`src/rtl/core/spe_pkg.sv`:
```
// Types, codes and arithmetic helpers of the separable polynomial evaluator.
package spe_pkg;

  localparam int GOODS_DEF = 16;
  localparam int TERMS_DEF = 4;

  localparam int K_W    = 4;
  localparam int FACT_W = 8;

  localparam logic [1:0] FUNC_LOAD = 2'd0;
  localparam logic [1:0] FUNC_UTIL = 2'd1;
  localparam logic [1:0] FUNC_D1   = 2'd2;
  localparam logic [1:0] FUNC_D2   = 2'd3;

  localparam logic [1:0] KIND_UTIL = 2'd0;
  localparam logic [1:0] KIND_D1   = 2'd1;
  localparam logic [1:0] KIND_D2   = 2'd2;

  localparam logic signed [31:0] ONE_Q16   = 32'sh0001_0000;
  localparam logic signed [63:0] SUM_LIMIT = 64'sh4000_0000_0000_0000;
  localparam logic signed [63:0] MAX32     = 64'sh0000_0000_7FFF_FFFF;
  localparam logic signed [63:0] MIN32     = -64'sh0000_0000_8000_0000;

  typedef logic [K_W-1:0] k_t;

  typedef struct packed {
    logic load;     // store the coefficient on the input ports
    logic start;    // capture an evaluation item
    logic issue;    // read coefficient k and push it into the term pipeline
    k_t   k;
    logic upd;      // fold the item sum into the running utility sum
    logic fin;      // item complete
    logic out_load; // load the output register
  } spe_cmd_t;

  typedef struct packed {
    logic pipe_busy;
  } spe_sts_t;

  typedef struct packed {
    logic             clip;
    logic signed [31:0] val;
  } sat_t;

  // Q32.32 product to Q16.16 with round half up.
  function automatic logic signed [47:0] rnd16(input logic signed [63:0] x);
    logic signed [63:0] t;
    t = x + 64'sd32768;
    return t[63:16];
  endfunction

  function automatic sat_t sat32(input logic signed [63:0] x);
    sat_t r;
    r.clip = 1'b0;
    r.val  = x[31:0];
    if (x > MAX32) begin
      r.clip = 1'b1;
      r.val  = MAX32[31:0];
    end else if (x < MIN32) begin
      r.clip = 1'b1;
      r.val  = MIN32[31:0];
    end
    return r;
  endfunction

  // Integer factor of term k: 1, k+1 or k*(k+1).
  function automatic logic [FACT_W-1:0] term_factor(input logic [1:0] func, input k_t k);
    logic [FACT_W-1:0] kx;
    logic [FACT_W-1:0] r;
    kx = FACT_W'(k);
    case (func)
      FUNC_UTIL: r = FACT_W'(1);
      FUNC_D1:   r = kx + FACT_W'(1);
      FUNC_D2:   r = kx * (kx + FACT_W'(1));
      default:   r = '0;
    endcase
    return r;
  endfunction

  function automatic logic [1:0] func_to_kind(input logic [1:0] func);
    logic [1:0] r;
    case (func)
      FUNC_UTIL: r = KIND_UTIL;
      FUNC_D1:   r = KIND_D1;
      FUNC_D2:   r = KIND_D2;
      default:   r = KIND_UTIL;
    endcase
    return r;
  endfunction

endpackage

```
`src/rtl/core/spe_ctrl.sv`:
```
// Sequencer of the separable polynomial evaluator: accepts items, steps terms, hands off results.
module spe_ctrl #(
  parameter int TERMS = spe_pkg::TERMS_DEF
) (
  input  logic              clk_i,
  input  logic              rst_ni,
  input  logic              in_valid_i,
  output logic              in_ready_o,
  input  logic [1:0]        func_i,
  input  logic              last_good_i,
  output logic              out_valid_o,
  input  logic              out_ready_i,
  output spe_pkg::spe_cmd_t cmd_o,
  input  spe_pkg::spe_sts_t sts_i
);

  localparam int KW = (TERMS > 1) ? $clog2(TERMS) : 1;

  localparam logic [2:0] S_IDLE  = 3'd0;
  localparam logic [2:0] S_RUN   = 3'd1;
  localparam logic [2:0] S_DRAIN = 3'd2;
  localparam logic [2:0] S_UPD   = 3'd3;
  localparam logic [2:0] S_FIN   = 3'd4;

  logic [2:0]    state_q, state_d;
  logic [KW-1:0] k_q, k_d;
  logic          emit_q, emit_d;
  logic          out_valid_q, out_valid_d;
  logic          in_xfer;

  assign in_ready_o  = (state_q == S_IDLE);
  assign in_xfer     = in_valid_i && in_ready_o;
  assign out_valid_o = out_valid_q;

  always_comb begin
    state_d  = state_q;
    k_d      = k_q;
    emit_d   = emit_q;
    cmd_o    = '0;
    cmd_o.k  = spe_pkg::k_t'(k_q);
    case (state_q)
      S_IDLE: begin
        if (in_xfer) begin
          if (func_i == spe_pkg::FUNC_LOAD) begin
            cmd_o.load = 1'b1;
          end else begin
            cmd_o.start = 1'b1;
            emit_d      = (func_i != spe_pkg::FUNC_UTIL) || last_good_i;
            // The second derivative starts at k = 1; with a single term it has none.
            if (func_i == spe_pkg::FUNC_D2) begin
              k_d     = KW'(1);
              state_d = (TERMS > 1) ? S_RUN : S_DRAIN;
            end else begin
              k_d     = '0;
              state_d = S_RUN;
            end
          end
        end
      end
      S_RUN: begin
        cmd_o.issue = 1'b1;
        if (k_q == KW'(TERMS - 1)) begin
          state_d = S_DRAIN;
        end else begin
          k_d = k_q + KW'(1);
        end
      end
      S_DRAIN: begin
        if (!sts_i.pipe_busy) begin
          state_d = S_UPD;
        end
      end
      S_UPD: begin
        cmd_o.upd = 1'b1;
        state_d   = S_FIN;
      end
      S_FIN: begin
        if (!emit_q) begin
          cmd_o.fin = 1'b1;
          state_d   = S_IDLE;
        end else if (!out_valid_q || out_ready_i) begin
          cmd_o.fin      = 1'b1;
          cmd_o.out_load = 1'b1;
          state_d        = S_IDLE;
        end
      end
      default: begin
        state_d = S_IDLE;
      end
    endcase
  end

  always_comb begin
    out_valid_d = out_valid_q;
    if (cmd_o.out_load) begin
      out_valid_d = 1'b1;
    end else if (out_ready_i) begin
      out_valid_d = 1'b0;
    end
  end

  always_ff @(posedge clk_i or negedge rst_ni) begin
    if (!rst_ni) begin
      state_q     <= S_IDLE;
      k_q         <= '0;
      emit_q      <= 1'b0;
      out_valid_q <= 1'b0;
    end else begin
      state_q     <= state_d;
      k_q         <= k_d;
      emit_q      <= emit_d;
      out_valid_q <= out_valid_d;
    end
  end

endmodule

```
`config.mk`:
```
export PLATFORM = sky130hd
export DESIGN_NAME = spe_ctrl
export DESIGN_NICKNAME = d
export VERILOG_FILES = /design/src/rtl/core/spe_pkg.sv /design/src/rtl/core/spe_ctrl.sv
export SDC_FILE = /design/constraint.sdc
export NUM_CORES = 1
export LEC_CHECK = 0
export BUFFER_PORTS_ARGS = -buffer_cell sky130_fd_sc_hd__clkbuf_2
export CAP_MARGIN = 0
export CORE_AREA = 2 2 39 41
export DETAILED_ROUTE_END_ITERATION = 8
export DIE_AREA = 0 0 41 43
export SLEW_MARGIN = 20
export SYNTH_ARGS = -nofsm -noshare
export SYNTH_HDL_FRONTEND = slang
export SYNTH_SLANG_ARGS = --single-unit
```
`constraint.sdc`:
```
create_clock -name clk_i -period 2.05 [get_ports clk_i]
set_clock_uncertainty 0.05 [all_clocks]
set_input_delay 0.205 -clock clk_i [delete_from_list [all_inputs] [get_ports clk_i]]
set_output_delay 0.205 -clock clk_i [all_outputs]
set_load 0.01 [all_outputs]
```
# Yosys cells after proc, flatten, opt, wreduce, memory -nomap -nowiden
# Index checks and enable logic that the tools add are counted.
[classes]
bitwise_logic = 1
n_mux = 24
n_reduce_logical = 11
n_div = 0
n_addsub = 1
n_shift = 0
n_lt_le_gt_ge = 0
n_eq_ne = 13
multipliers = 0
[ops]
columns = ["op", "n"]
rows = [
  ["2-to-1 mux 3 bit", 6],
  ["one-hot mux 3 bit (5 select lines)", 1],
  ["2-to-1 mux 2 bit", 7],
  ["2-to-1 mux 1 bit", 9],
  ["inequality test 2 bit (second input constant)", 4],
  ["equality test 3 x 2 -> 1 bit (second input constant)", 2],
  ["AND reduction 5 bit", 1],
  ["equality test 2 bit (second input constant)", 2],
  ["inequality test 2 x 1 -> 1 bit (second input constant)", 2],
  ["one-hot mux 2 bit (2 select lines)", 1],
  ["AND reduction 4 bit", 1],
  ["nonzero test 2 bit", 2],
  ["equality test 3 x 1 -> 1 bit (second input constant)", 1],
  ["equality test 3 bit (second input constant)", 1],
  ["zero test 3 bit", 1],
  ["inequality test 3 bit (second input constant)", 1],
  ["AND reduction 3 bit", 1],
  ["adder 2 x 1 -> 2 bit (second input constant)", 1],
  ["zero test 2 bit", 1],
  ["logical OR 1 bit", 2],
  ["logical AND 1 bit", 1],
  ["zero test 1 bit", 1],
  ["NOT 1 bit", 1],
]
[word_totals]
register_bits = 7
rom_bits = 0
out_inout_bits = 12
input_bits = 8
wordCells = 54
ramBits = 0
mem_count = 0
latch_bits = 0

# Longest topological paths before layout
[logic_depth]
word_depth = 6
depth_mapped = 5
ltp_nobuf = 4

# Least setup slack after synthesis
# OpenSTA, ideal clock, no wires.
[synth_timing]
path_type = "reg-to-reg"
startpoint = "register state_q[0]"
endpoint = "register k_q[0]"
setup_slack_ns = 0.451
synth_period_minus_slack_ns = 1.599
arrival_time_ns = 1.446
path_buffers = 1
setup_time_ns = 0.104
path_stages_with_launch = 5
t_required_ns = 1.896
path_cell_list = "dfrtp_1 -> buf_6 -> or4b_4 -> and2_4 -> o41ai_2"
[synth_via]
elab_chain_cells = 4
word_cells_on_any_way = 9
cone_classes = "eq/ne: 4; mux: 1; reduce/logical: 4"
[synth_rtl]
columns = ["element", "line_no", "source"]
rows = [
  ["start, declared", "spe_ctrl.sv:25", "logic [2:0] state_q, state_d;"],
  ["start signal, assigned", "spe_ctrl.sv:109", "state_q <= state_d;"],
  ["zero test 3 bit", "spe_ctrl.sv:31, spe_ctrl.sv:41", ""],
  ["logical AND 1 bit", "spe_ctrl.sv:32", "assign in_xfer = in_valid_i && in_ready_o;"],
  ["inequality test 2 x 1 -> 1 bit (no line)", "n/a", ""],
  ["AND reduction 4 bit (no line)", "n/a", ""],
  ["end signal, assigned", "spe_ctrl.sv:110", "k_q <= k_d;"],
  ["end, declared", "spe_ctrl.sv:26", "logic [KW-1:0] k_q, k_d;"],
]
# Parallel ways exist; a longest one is shown, timed or not.
# A chain may end at the register's enable or synchronous reset.

==> flow_metrics.py <==
metrics = {
    "finish": {
        "final_core_util_pct": 41.8,
        "area_growth_pct": 20.6,
        "final_net_count": 79,
        "stdcell_count": 85,
        "design_area_um2": 578,
        "layout-drive-gt1-share_pct": 34.8,
        "antenna_cells": 0,
    },
    "clocking": {
        "clock_latency_ns": 0.25,
        "cts_made_buffers": 3,
        "cts.clk_slew.worst_paths_ns": 0.05,
        "clk_path_buf_depth": 2,
        "cts_tree": "built",
        "cts.sinks": 7,
        "cts-root-buf": "clkbuf_4",
        "h-tree-depth": 1,
    },
    "global_route": {
        "overflow": 0,
        "grt_max_degree": 11,
        "grt_pass1_vias": 372,
        "antenna_found_initial": 0,
        "grt_use_total_pct": 13.2,
        "grt_pass1_wl_um": 1540,
    },
    "synthesis": {
        "yosysSeqAreaShare_pct": 36.6,
        "ys_seq_elements": 7,
        "async_flop_share_pct": 100,
        "synth_edf_count": 0,
        "yosysUniqueCellTypes": 28,
        "ys_warn_count": 0,
        "post-synth-top-count-cell": "dfrtp_1",
        "ys_top_cells_by_count": "dfrtp_1 (7), nor2_1 (5), a21oi_1 (4), buf_4 (4), nand2b_1 (4)",
        "synth_top_cell_by_area": "dfrtp_1",
        "syn_area_um2": 479,
        "synthCells": 52,
        "avgSynthCellArea_um2": 9.22,
        "synth_area_leaders": "dfrtp_1 (37%), buf_4 (6.3%), nand2b_1 (5.2%)",
        "synth.top_cell.area_share_pct": 36.6,
        "yosys_most_used_dff": "dfrtp_1",
    },
    "floorplan": {
        "start_util_pct": 34.6,
        "die_h_um": 43,
        "die-area_um2": 1760,
        "core_area_um2": 1380,
        "io_pins": 20,
        "die_x_um": 41,
        "rows": 14,
    },
    "setup_path": {
        "r2r_start": "state_q[0]$_DFFE_PN0P_",
        "critPathMaxFanout": 10,
        "startpoint": "state_q[0]$_DFFE_PN0P_",
        "rrSetupSlack_ns": 0.37,
        "startpoint_type": "flip-flop",
        "setup.worst_path.end_class": "primary output",
        "slowest_stage": "or4b_4",
        "critPathMaxStageDelay_ns": 0.61,
        "crit_chain": "or4b_4, nor3_1, clkbuf_2",
        "required_ns": 1.79,
        "crit_type": "flip-flop to primary output",
        "crit_arrival_ns": 1.64,
        "reg2reg_depth": 3,
    },
    "detailed_routing": {
        "drc_errors": 0,
        "drt_pass1_iterations": 4,
        "vias_per_cell": 5.01,
        "routed.top_layer": "met3",
        "drtIter0Drc": 12,
        "wl_met2_um": 474,
        "wl_met3_um": 59,
        "drtAntennaViolNets": 0,
        "wl_um": 988,
        "met1Wirelength_um": 454,
        "via_count": 426,
        "routedWlPerCell_um": 11.6,
    },
    "sta": {
        "hold_viol_final": 0,
        "fin_setup_tns_ns": 0,
        "period_needed_ns": 1.90,
        "fin_crit_sh_pct": 92.5,
        "whs_ns": 0.205,
        "setup_viol": 0,
        "rsz0062_at_grt": "false",
        "worstMarginPinSlew_ns": 0.531,
        "finalMaxSlewViolations": 0,
        "max_freq_mhz": 527,
        "relSlewSlack_pct": 64.1,
        "setup_ws_ns": 0.153,
    },
    "placement": {
        "pre_cts_ws_ns": 0.389,
        "port_buffers": 17,
        "placed_cells": 80,
        "placed_area_um2": 542,
        "gp_congestion": 0.724,
        "hpwl_um": 763,
    },
    "power": {
        "p_total_mw": 0.829,
        "peakVddDrop_uv": 525,
        "cellLeakagePower_nw": 0.287,
        "pwr_density_cell_nw_per_um2": 1430,
    },
    "worst_hold_path": {
        "min_path_type": "input pin to flip-flop",
        "hp-start": "out_ready_i",
        "holdPathStages": 3,
    },
    "run": {
        "max_cap_viol_count": 0,
    },
    "outcome": {
        "status": "complete, no violations",
    },
}
==> cells in the final DEF, fill, tap and decap left out, types with 2 or more instances in the layout <==
cell type  count
clkbuf_2      17
o21ai_0        2
dfrtp_1        7
a21oi_1        4
nor3_1         2
nand2_1        3
conb_1         2
clkbuf_4       3
nor4b_1        2
nor2_1         5
nand2b_1       4
==> sequential cells by signal, indices dropped and copies added (netlist names) <==
name	cells
state_q	3
k_q	2
emit_q	1
out_valid_o	1
==> repair_timing <==
action	4_1_cts	5_1_grt
setup buffers	0	0
endpoints found under the hold margin	7	0
gates resized for setup	0	0
hold buffers	1	0
==> power by group <==
part / internal, mW / leakage (nW) / switching (mW) / total, mW
Combinational: 0.205 / 0.184 / 0.212 / 0.417
Clock: 0.0741 / 0.0150 / 0.0479 / 0.122
Sequential: 0.199 / 0.0877 / 0.0904 / 0.290
==> worst paths after layout <==
path / to
max: cmd_o[9]
min: out_valid_o$_DFFE_PN0P_
max reg2reg: k_q[0]$_DFFE_PN0P_
min reg2reg: emit_q$_DFFE_PN0P_
max in group asynchronous: out_valid_o$_DFFE_PN0P_
min in group asynchronous: state_q[1]$_DFFE_PN0P_
==> routing by layer <==
layer	vias to the layer above	track usage (%)
li1	212	-
met1	199	16.8
met2	15	18.4
met3	0	9.42
met4	0	2.00
met5	-	0
==> cell type report <==
| cell class | count | area, um2 |
|---|---|---|
| fillers | 141 | 806 |
| multi-input cells | 39 | 258 |
| flip-flops and latches | 7 | 175 |
| repair buffers | 18 | 95.1 |
| clock buffers | 4 | 26.3 |
| well taps | 16 | 20.0 |
| inverters | 1 | 3.75 |
==> kinds of logic (layout without fill, tap and decap cells) <==
kind of cell / count (synthesis) / after routing / synth area share, %
xor+xnor: 1 / 1 / 1.83
compound gates: 12 / 12 / 18.5
other cells: 1 / 2 / 0.783
buf+inv: 7 / 23 / 10.4
fa+ha+maj: 1 / 1 / 2.61
simple gates: 23 / 23 / 29.2
flops: 7 / 7 / 36.6
==> worst max-delay path: cells and delay by family (launching register included) <==
| kind | cells | cell delay [ns] |
|---|---|---|
| buffers and inverters | 1 | 0.16 |
| DFF | 1 | 0.47 |
| and+or+nand+nor | 2 | 0.76 |
Note: power is estimated with default switching activity, not from simulation.
